--- config.mk ---
export PLATFORM = sky130hd
export DESIGN_NAME = ws2812_pixel_serializer
export DESIGN_NICKNAME = d
export VERILOG_FILES = /design/src/rtl/wps_pkg.sv /design/src/rtl/wps_front.sv /design/src/rtl/wps_fifo.sv /design/src/rtl/wps_back.sv /design/src/rtl/ws2812_pixel_serializer.sv
export SDC_FILE = /design/constraint.sdc
export NUM_CORES = 1
export LEC_CHECK = 0
export BUFFER_PORTS_ARGS = -buffer_cell sky130_fd_sc_hd__buf_4
export CAP_MARGIN = 30
export CORE_MARGIN = 2
export CORE_UTILIZATION = 40
export DETAILED_ROUTE_END_ITERATION = 6
export PLACE_DENSITY = 0.65
export SLEW_MARGIN = 5
export SYNTH_ARGS = -nofsm -noshare
export SYNTH_HDL_FRONTEND = slang
export SYNTH_SLANG_ARGS = --single-unit
--- constraint.sdc ---
create_clock -name clk -period 3.34 [get_ports clk]
set_input_delay 0.668 -clock clk [delete_from_list [all_inputs] [get_ports clk]]
set_output_delay 0.668 -clock clk [all_outputs]
set_load 0.005 [all_outputs]
--- src/rtl/wps_pkg.sv ---
// Shared types and constants for the WS2812 pixel serializer.
// No dependencies; every other file of the block imports this package.
package wps_pkg;

  localparam int TIME_W     = 16;
  localparam int PIXEL_BITS = 24;
  localparam int SEG_W      = 6;
  localparam int CFG_IDX_W  = 3;

  // Segment numbers: 0..47 carry the bits, 48 is the latch after a frame.
  localparam logic [SEG_W-1:0] LAST_BIT_SEG = 6'd47;
  localparam logic [SEG_W-1:0] LATCH_SEG    = 6'd48;

  localparam logic [TIME_W-1:0] ZERO_HIGH_RST = 16'd60;
  localparam logic [TIME_W-1:0] ZERO_LOW_RST  = 16'd128;
  localparam logic [TIME_W-1:0] ONE_HIGH_RST  = 16'd120;
  localparam logic [TIME_W-1:0] ONE_LOW_RST   = 16'd68;
  localparam logic [TIME_W-1:0] LATCH_LOW_RST = 16'd45000;

  typedef enum logic [CFG_IDX_W-1:0] {
    REG_ZERO_HIGH = 3'd0,
    REG_ZERO_LOW  = 3'd1,
    REG_ONE_HIGH  = 3'd2,
    REG_ONE_LOW   = 3'd3,
    REG_LATCH_LOW = 3'd4
  } cfg_reg_t;

  // One pixel as it goes out on the line: green, red, blue, MSB first.
  typedef struct packed {
    logic [PIXEL_BITS-1:0] word;
    logic                  eof;
  } pixel_t;

  typedef struct packed {
    logic [TIME_W-1:0] zero_high;
    logic [TIME_W-1:0] zero_low;
    logic [TIME_W-1:0] one_high;
    logic [TIME_W-1:0] one_low;
    logic [TIME_W-1:0] latch_low;
  } timing_t;

endpackage

--- src/rtl/wps_front.sv ---
// Front end: accepts pixel transactions and packs them into line order.
// Depends on wps_pkg.
module wps_front (
  input  logic            clk,
  input  logic            rst,
  input  logic            in_valid,
  output logic            in_ready,
  input  logic [7:0]      red,
  input  logic [7:0]      green,
  input  logic [7:0]      blue,
  input  logic            end_of_frame,
  output logic            push_valid,
  input  logic            push_ready,
  output wps_pkg::pixel_t push_data
);
  import wps_pkg::*;

  logic   held;
  pixel_t held_data;

  assign in_ready   = !held || push_ready;
  assign push_valid = held;
  assign push_data  = held_data;

  always_ff @(posedge clk) begin
    if (rst) begin
      held <= 1'b0;
    end else if (in_valid && in_ready) begin
      held <= 1'b1;
    end else if (push_ready) begin
      held <= 1'b0;
    end
  end

  always_ff @(posedge clk) begin
    if (in_valid && in_ready) begin
      held_data.word <= {green, red, blue};
      held_data.eof  <= end_of_frame;
    end
  end

endmodule

--- src/rtl/wps_fifo.sv ---
// Two-entry pixel queue between the front end and the segment generator.
// Depends on wps_pkg.
module wps_fifo (
  input  logic            clk,
  input  logic            rst,
  input  logic            push_valid,
  output logic            push_ready,
  input  wps_pkg::pixel_t push_data,
  output logic            pop_valid,
  input  logic            pop_ready,
  output wps_pkg::pixel_t pop_data
);
  import wps_pkg::*;

  pixel_t     entry [2];
  logic       wr_ptr;
  logic       rd_ptr;
  logic [1:0] count;
  logic       push;
  logic       pop;

  assign push_ready = (count != 2'd2);
  assign pop_valid  = (count != 2'd0);
  assign pop_data   = entry[rd_ptr];
  assign push       = push_valid && push_ready;
  assign pop        = pop_valid && pop_ready;

  always_ff @(posedge clk) begin
    if (rst) begin
      wr_ptr <= 1'b0;
      rd_ptr <= 1'b0;
      count  <= 2'd0;
    end else begin
      if (push) wr_ptr <= !wr_ptr;
      if (pop)  rd_ptr <= !rd_ptr;
      if (push && !pop) begin
        count <= count + 2'd1;
      end else if (pop && !push) begin
        count <= count - 2'd1;
      end
    end
  end

  always_ff @(posedge clk) begin
    if (push) entry[wr_ptr] <= push_data;
  end

endmodule

--- src/rtl/wps_back.sv ---
// Back end: walks one pixel through its segments into the output register.
// Depends on wps_pkg.
module wps_back (
  input  logic                      clk,
  input  logic                      rst,
  input  wps_pkg::timing_t          timing,
  input  logic                      pop_valid,
  output logic                      pop_ready,
  input  wps_pkg::pixel_t           pop_data,
  output logic                      out_valid,
  input  logic                      out_ready,
  output logic                      line_level,
  output logic [wps_pkg::TIME_W-1:0] hold_cycles,
  output logic                      last_segment
);
  import wps_pkg::*;

  logic                  active;
  logic [PIXEL_BITS-1:0] shift_word;
  logic                  eof;
  logic [SEG_W-1:0]      seg;

  logic                  issue;
  logic                  is_final;
  logic                  is_latch;
  logic                  cur_bit;
  logic                  seg_level;
  logic [TIME_W-1:0]     seg_hold;

  assign issue     = active && (!out_valid || out_ready);
  assign is_final  = (seg == (eof ? LATCH_SEG : LAST_BIT_SEG));
  assign pop_ready = !active || (issue && is_final);
  assign is_latch  = (seg == LATCH_SEG);
  assign cur_bit   = shift_word[PIXEL_BITS-1];
  assign seg_level = !seg[0] && !is_latch;

  always_comb begin
    priority if (is_latch) begin
      seg_hold = timing.latch_low;
    end else if (seg[0]) begin
      seg_hold = cur_bit ? timing.one_low : timing.zero_low;
    end else begin
      seg_hold = cur_bit ? timing.one_high : timing.zero_high;
    end
  end

  always_ff @(posedge clk) begin
    if (rst) begin
      active <= 1'b0;
      seg    <= '0;
    end else begin
      if (pop_ready) active <= pop_valid;
      if (pop_ready && pop_valid) begin
        seg        <= '0;
        shift_word <= pop_data.word;
        eof        <= pop_data.eof;
      end else if (issue) begin
        seg <= seg + 6'd1;
        // advance to the next bit after its low half
        if (seg[0]) shift_word <= {shift_word[PIXEL_BITS-2:0], 1'b0};
      end
    end
  end

  always_ff @(posedge clk) begin
    if (rst) begin
      out_valid <= 1'b0;
    end else if (issue) begin
      out_valid <= 1'b1;
    end else if (out_ready) begin
      out_valid <= 1'b0;
    end
  end

  always_ff @(posedge clk) begin
    if (issue) begin
      line_level   <= seg_level;
      hold_cycles  <= seg_hold;
      last_segment <= is_final;
    end
  end

endmodule

--- src/rtl/ws2812_pixel_serializer.sv ---
// Top level of the WS2812 pixel serializer: timing registers and the
// front end, pixel queue and segment generator. Depends on wps_pkg,
// wps_front, wps_fifo and wps_back.
//
//   channel   direction  handshake             payload
//   input     in         in_valid / in_ready   red, green, blue, end_of_frame
//   output    out        out_valid / out_ready line_level, hold_cycles, last_segment
//   config    in         cfg_valid / cfg_ready cfg_index, cfg_data
//
// Each pixel yields 48 segments (49 with end_of_frame); while the output is
// not stalled, the segment generator loads one segment per cycle into the
// output register, and a queued pixel starts in the cycle after the previous pixel's last segment.
// Reset is synchronous: it empties the queue and loads the timing defaults.
// A stalled output holds the current segment; the queue and the front
// register keep taking pixels until two are waiting and one is held.
module ws2812_pixel_serializer (
  input  logic                        clk,
  input  logic                        rst,
  input  logic                        in_valid,
  output logic                        in_ready,
  input  logic [7:0]                  red,
  input  logic [7:0]                  green,
  input  logic [7:0]                  blue,
  input  logic                        end_of_frame,
  output logic                        out_valid,
  input  logic                        out_ready,
  output logic                        line_level,
  output logic [wps_pkg::TIME_W-1:0]  hold_cycles,
  output logic                        last_segment,
  input  logic                        cfg_valid,
  output logic                        cfg_ready,
  input  logic [wps_pkg::CFG_IDX_W-1:0] cfg_index,
  input  logic [wps_pkg::TIME_W-1:0]  cfg_data
);
  import wps_pkg::*;

  timing_t           timing;
  logic [TIME_W-1:0] cfg_value;

  logic   push_valid;
  logic   push_ready;
  pixel_t push_data;
  logic   pop_valid;
  logic   pop_ready;
  pixel_t pop_data;

  // Configuration writes are always accepted at once.
  assign cfg_ready = 1'b1;

  // A zero time would give an empty segment: store it as 1 instead.
  assign cfg_value = (cfg_data == '0) ? 16'd1 : cfg_data;

  always_ff @(posedge clk) begin
    if (rst) begin
      timing.zero_high <= ZERO_HIGH_RST;
      timing.zero_low  <= ZERO_LOW_RST;
      timing.one_high  <= ONE_HIGH_RST;
      timing.one_low   <= ONE_LOW_RST;
      timing.latch_low <= LATCH_LOW_RST;
    end else if (cfg_valid && cfg_ready) begin
      // drop writes to indexes past the register list
      unique case (cfg_index)
        REG_ZERO_HIGH: timing.zero_high <= cfg_value;
        REG_ZERO_LOW:  timing.zero_low  <= cfg_value;
        REG_ONE_HIGH:  timing.one_high  <= cfg_value;
        REG_ONE_LOW:   timing.one_low   <= cfg_value;
        REG_LATCH_LOW: timing.latch_low <= cfg_value;
        default: ;
      endcase
    end
  end

  // Hold an accepted pixel in line order until the queue takes it.
  wps_front u_front (
    .clk          (clk),
    .rst          (rst),
    .in_valid     (in_valid),
    .in_ready     (in_ready),
    .red          (red),
    .green        (green),
    .blue         (blue),
    .end_of_frame (end_of_frame),
    .push_valid   (push_valid),
    .push_ready   (push_ready),
    .push_data    (push_data)
  );

  wps_fifo u_fifo (
    .clk        (clk),
    .rst        (rst),
    .push_valid (push_valid),
    .push_ready (push_ready),
    .push_data  (push_data),
    .pop_valid  (pop_valid),
    .pop_ready  (pop_ready),
    .pop_data   (pop_data)
  );

  // Advance through the segments of one pixel, one per free output slot.
  wps_back u_back (
    .clk          (clk),
    .rst          (rst),
    .timing       (timing),
    .pop_valid    (pop_valid),
    .pop_ready    (pop_ready),
    .pop_data     (pop_data),
    .out_valid    (out_valid),
    .out_ready    (out_ready),
    .line_level   (line_level),
    .hold_cycles  (hold_cycles),
    .last_segment (last_segment)
  );

  a_hold_nonzero: assert property (@(posedge clk) disable iff (rst)
    out_valid |-> (hold_cycles != '0))
    else $error("segment with zero hold time");

  a_high_not_last: assert property (@(posedge clk) disable iff (rst)
    (out_valid && line_level) |-> !last_segment)
    else $error("high segment flagged as last of pixel");

  a_queue_no_overflow: assert property (@(posedge clk) disable iff (rst)
    (pop_valid && !pop_ready && push_valid && push_ready) |=> pop_valid)
    else $error("queue lost its pending pixel");

endmodule
Word level (Yosys, flattened, before mapping):

Memory sizes are Yosys's and may differ from the RTL's. A register that Yosys moved wholly into a read port is not among the register bits.
Index checks and enable logic that the tools add are counted.
W data, S select, Z words.

* flip-flop bits (word level): 161
* RAM bits: 50
* output and inout bits: 21
* logic and storage cells: 86
* memories kept: 1

* add/sub/neg operators: 3
* equality and inequality tests: 7
* muxes and demuxes: 19
* bitwise gates (word level): 1
* reductions and logical operators: 36

Memories
* u_fifo.entry: words 2, width 25, rd ports 1, clocked after memory_dff 1, write ports 1, RTL line wps_fifo.sv:15 `pixel_t entry [2];`

Operators by type and width (count)
* $mux W16: 5
* $mux W24: 3
* $logic_not A16 Y1: 1
* $reduce_and A2 Y1: 6
* $reduce_bool A2 Y1: 6
* $logic_not A1 Y1: 9
* $logic_and A1 B1 Y1: 8
* $mux W1: 8
* $add A6 B1 Y6 const B: 1
* $eq A3 B2 Y1 const B: 2
* $eq A6 B6 Y1: 1
* $eq A6 B6 Y1 const B: 1
* $mux W5: 1
* $mux W2: 2
* $eq A3 B1 Y1 const B: 1
* $eq A3 B3 Y1 const B: 1
* $logic_not A3 Y1: 1
* $logic_or A1 B1 Y1: 3
* $reduce_and A3 Y1: 1
* $add A2 B1 Y2 const B: 1
* $ne A2 B2 Y1 const B: 1
* $reduce_or A2 Y1: 1
* $sub A2 B1 Y2 const B: 1
* $not A1 Y1: 1

Longest topological paths before layout:

* word-level depth: 9
* depth in mapped cells: 10

Modules after synthesis:

Synthesis repeated with hierarchy kept, for this count alone.

* cell total of the unflattened synthesis: 638
* area total of the unflattened synthesis: 8503.2 µm²

Modules (own cells, without submodules)
* ws2812_pixel_serializer: times used 1, cells an instance 341, area each 2957.8 µm², sequential area each 1601.5 µm²
* wps_back: times used 1, cells an instance 165, area each 2713.9 µm², sequential area each 1451.4 µm²
* wps_fifo: times used 1, cells an instance 102, area each 2025.7 µm², sequential area each 1601.5 µm²
* wps_front: times used 1, cells an instance 30, area each 805.8 µm², sequential area each 770.7 µm²

Worst setup path after synthesis:

Ideal clock, no wire load.

* kind: input to register
* start point: input port out_ready
* end point: register u_back.shift_word[0], enable pin
* arrival time: 2.641 ns
* data required time: 2.927 ns
* setup slack: 0.286 ns
* cell stages on the path: 6
* cell sequence: nand2b_1 -> nand4b_1 -> o22ai_4 -> buf_6 -> inv_2 -> a21oi_1

* cells in the longest elaborated chain, start to end: 7

RTL lines
* start, declared: RTL line ws2812_pixel_serializer.sv:26 `input logic out_ready,`
* $logic_or A1 B1 Y1 *: RTL line wps_back.sv:30 `assign issue = active && (!out_valid || out_ready);`
* $logic_and A1 B1 Y1 *: RTL line wps_back.sv:30
* $logic_and A1 B1 Y1: RTL line wps_back.sv:32 `assign pop_ready = !active || (issue && is_final);`
* $logic_or A1 B1 Y1: RTL line wps_back.sv:32
* $logic_and A1 B1 Y1: RTL line wps_back.sv:53 `if (pop_ready && pop_valid) begin`
* $reduce_bool A2 Y1 (no line)
* $reduce_and A3 Y1 (no line) *
* end signal, assigned: RTL line wps_back.sv:55 `shift_word <= pop_data.word;`
* end signal, assigned: RTL line wps_back.sv:60 `if (seg[0]) shift_word <= {shift_word[PIXEL_BITS-2:0], 1'b0};`
* end, declared: RTL line wps_back.sv:19 `logic [PIXEL_BITS-1:0] shift_word;`

Mark *: on every way between the ends. The rest lies on a longest branch, timed or not.
A chain may end at the register's enable or synchronous reset.

Worst setup path in the final report:

* start point: register u_back.seg[1]
* end point: register u_back.shift_word[21], data pin

* cells in the longest elaborated chain, start to end: 5

RTL lines
* start, declared: RTL line wps_back.sv:21 `logic [SEG_W-1:0] seg;`
* start signal, assigned: RTL line wps_back.sv:58 `seg <= seg + 6'd1;`
* $eq A6 B6 Y1: RTL line wps_back.sv:31 `assign is_final = (seg == (eof ? LATCH_SEG : LAST_BIT_SEG));`
* $logic_and A1 B1 Y1: RTL line wps_back.sv:32
* $logic_or A1 B1 Y1: RTL line wps_back.sv:32
* $logic_and A1 B1 Y1: RTL line wps_back.sv:53
* $mux W24: RTL line wps_back.sv:53

Every way passes these cells.

==> flow_metrics.py <==
metrics = {
    "outcome": {
        "outcome": "complete, no violations",
    },
    "cts": {
        "cts_post_setup_buffers_inserted": 0,
        "cts_inserted_buffers": 22,
        "post_cts_resize_count": 0,
        "h-tree-depth": 1,
        "clock_sinks": 212,
        "hold_buffer_count_at_cts": 0,
        "clock_tree.buffer_depth": 3,
        "cts_tree": "yes",
        "clk_pin_slew_ns": 0.06,
        "clock-root-buffer": "sky130_fd_sc_hd__clkbuf_16",
        "clkLatencyLatePin_ns": 0.49,
    },
    "drt": {
        "detailedRoute.firstPassIterationCount": 4,
        "vias": 5127,
        "drt_iter0_markers": 310,
        "drtAntennaViolNets": 0,
        "drt-wirelength-per-cell_um": 16.6,
        "drt-total-wl_um": 16700,
        "number_of_vias_per_cell": 5.10,
        "drc_errors": 0,
    },
    "worst_hold_path": {
        "hold_path_stages": 1,
        "timing.hold.worst.class": "in2reg",
        "hold_path_startpoint": "red[0]",
        "holdPathEnd": "u_front.push_data[9]",
    },
    "critical_path": {
        "worst_ep_arrival_ns": 2.40,
        "cp_slowest_cell": "sky130_fd_sc_hd__dfxtp_1",
        "r2r_slack_ns": 1.18,
        "timing.critical_path.cells": "and4_1 -> mux2i_2 -> o22ai_4 -> buf_4 -> mux2_1",
        "setup.worst_path.end_class": "register",
        "critical_path.reg2reg.startpoint": "u_back.seg[1]",
        "reg2regPathDepth": 5,
        "r2r_end": "u_back.shift_word[21]",
        "cp_data_required_time_ns": 3.57,
        "worstSetupStartpointType": "register",
        "timing.critical_path.slowest_cell_delay_ns": 0.48,
        "largest_fanout_on_the_critical_path": 26,
        "path_class": "reg2reg",
    },
    "logic_synthesis": {
        "synth.net_count": 703,
        "ys.warnings.count": 0,
        "netlist-cell-type-count": 42,
        "ys_seq_area_share_pct": 64.5,
        "post_synthesis_cell_area_um2": 8410,
        "post_synthesis_mean_instance_area_um2": 12.9,
        "number_of_standard_cells_after_synthesis": 651,
        "postSynthRegisterBits": 212,
    },
    "finish": {
        "n_fill_cell": 1844,
        "layout.cells.most_common_list": "sky130_fd_sc_hd__nand2_1 (155), sky130_fd_sc_hd__edfxtp_1 (118), sky130_fd_sc_hd__dfxtp_1 (94), sky130_fd_sc_hd__buf_4 (76), sky130_fd_sc_hd__a21oi_1 (58)",
        "drive_above_1_share_pct": 25.6,
        "final_core_utilization_pct": 47.5,
        "mostFrequentLayoutCell": "sky130_fd_sc_hd__nand2_1",
        "number_of_cells_in_the_finished_layout_apart_from_fillers": 1006,
        "sequential_cell_area_um2": 5430,
        "design.final.nets": 768,
        "growth_of_design_area_from_synthesis_to_finish_pct": 17.6,
        "multi_input_area_um2": 2770,
        "antenna-diode-count": 0,
    },
    "timing": {
        "finClkSkew_ns": 0.0110,
        "worstMarginPinSlew_ns": 0.844,
        "max_freq_ghz": 0.462,
        "min_period_ns": 2.16,
        "max_slew_violation_total_from_the_final_report": 0,
        "report.final.setup_viol": 0,
        "minimum_hold_slack_ns": 0.344,
        "final.period_utilization_pct": 64.8,
        "slew_headroom_pct": 43.6,
        "hold_viol": 0,
        "grt_setup_unrepaired": "false",
        "finalSetupTns_ns": 0,
    },
    "power": {
        "switchingPower_mw": 1.73,
        "intPower_mw": 5.33,
        "power.share.clock_pct": 33.8,
        "maximum_vdd_drop_uv": 453,
        "power_leakage_nw": 3.58,
        "power.combinational.fraction_pct": 19.2,
        "pwr-share-seq_pct": 47.0,
        "switching_fraction_of_total_power_pct": 24.5,
        "powerDensity_nw_per_um2": 714,
    },
    "job": {
        "cap_viol_max_count": 0,
    },
    "die": {
        "start_util_pct": 40.4,
        "die-area_um2": 22200,
        "design.portCount": 70,
        "core.rowCount": 53,
        "chipWidth_um": 149,
        "die_height_um": 149,
        "coreArea_um2": 20800,
    },
    "global_route": {
        "grt_util_all_layers_pct": 15.2,
        "globalRouteOverflowTotal": 0,
        "pin_count_of_the_biggest_net_entering_global_routing": 65,
        "vias_in_the_first_global_route": 5354,
        "grt_first_pass_wirelength_um": 27100,
        "grt_antenna_before_repair": 0,
    },
    "placed_design": {
        "dp_hpwl_um": 10400,
        "port-buffer-count": 68,
        "place_congestion": 0.813,
        "post_place_cells": 967,
    },
}
metal layers:
metal | wire [um] | track usage (%) | up-vias | part of all wire, %
li1 | - | - | 2453 | -
met1 | 6920 | 18.9 | 2492 | 41
met2 | 8440 | 27.3 | 154 | 50
met3 | 1050 | 2.87 | 28 | 6.3
met4 | 302 | 3.90 | 0 | 1.8
met5 | 0 | 0 | - | 0
cells in the mapped netlist (all sizes together):
library cell | count | area share (%)
or3 | 3 | 0.22
a211oi | 7 | 0.62
mux2i | 3 | 0.40
mux4 | 16 | 4.6
nand2b | 2 | 0.15
nor4 | 4 | 0.48
xor2 | 5 | 0.52
o21ai | 3 | 0.18
nand2 | 155 | 6.9
ha | 3 | 0.45
conb | 1 | 0.045
and2 | 4 | 0.30
xnor2 | 2 | 0.21
buf | 22 | 1.7
a21oi | 59 | 3.5
nand4 | 2 | 0.15
clkbuf | 15 | 0.67
dfxtp | 94 | 22
nor2 | 15 | 0.67
nor3 | 6 | 0.36
nand3b | 23 | 2.1
a41oi | 1 | 0.10
inv | 7 | 0.31
and4 | 1 | 0.10
o22ai | 1 | 0.24
and3b | 2 | 0.21
nor2b | 2 | 0.15
mux2 | 65 | 9.6
nand4b | 1 | 0.10
a311oi | 1 | 0.10
and3 | 3 | 0.22
edfxtp | 118 | 42
nand3 | 5 | 0.30
kinds of logic after synthesis:
group	synth area share (%)
simple gates	12.4
flops	64.5
mux	14.5
compound gates	4.76
buf+inv	2.63
xor+xnor	0.729
fa+ha+maj	0.446
other cells	0.0446
stage by stage:
stage	cell area (um^2)	worst slack [ns]	power (mW)
finish	9890	1.18	7.06
global route	9890	1.06	7.39
CTS	9890	1.15	7.15
detailed placement	9180	0.842	4.75
global placement	9140	0.926	4.67
floorplan	8410	0.286	4.38
sequential cells by signal, indices dropped and copies added (netlist names), 2 cells and up, named ones only:
signal              cells
timing                 80
u_back.hold_cycles     16
u_back.seg              6
u_back.shift_word      24
u_fifo.count            2
u_fifo.entry           50
u_front.push_data      25
cell type report:
type	instances	area share [%]
clock buffers	29	6.15
clock inverters	10	1.05
inverters	7	0.266
multi-input cells	395	28.0
flip-flops and latches	212	54.8
well taps	275	3.48
repair buffers	78	6.20
worst max path at each step:
stage          depth (start not counted)  slack, ns                      to          start
5_1_grt                                5       1.06   u_back.shift_word[21]  u_back.seg[1]
4_1_cts                                6       1.15  u_back.hold_cycles[14]  u_back.seg[0]
2_1_floorplan                          6       0.29    u_back.shift_word[0]      out_ready
6_report                               5       1.18   u_back.shift_word[21]  u_back.seg[1]
3_5_place_dp                           6       0.84   u_back.shift_word[21]      out_ready
3_3_place_gp                           6       0.93   u_back.shift_word[21]      out_ready
power by group through the flow:
stage	Sequential (mW)	Clock (mW)	Combinational (mW)
final	3.32	2.39	1.36
after global routing	3.35	2.56	1.48
after CTS	3.32	2.44	1.38
after detailed placement	3.37	0	1.38
after global placement	3.39	0	1.28
after floorplan	3.30	0	1.08
worst max-delay path, delay by kind of cell (launching register included):
family	cells	cell delay, ns
buf+inv	1	0.45
flops	1	0.48
mux	2	0.48
compound gates	1	0.24
simple gates	1	0.25
No activity file was read; power rests on OpenSTA's default activity.
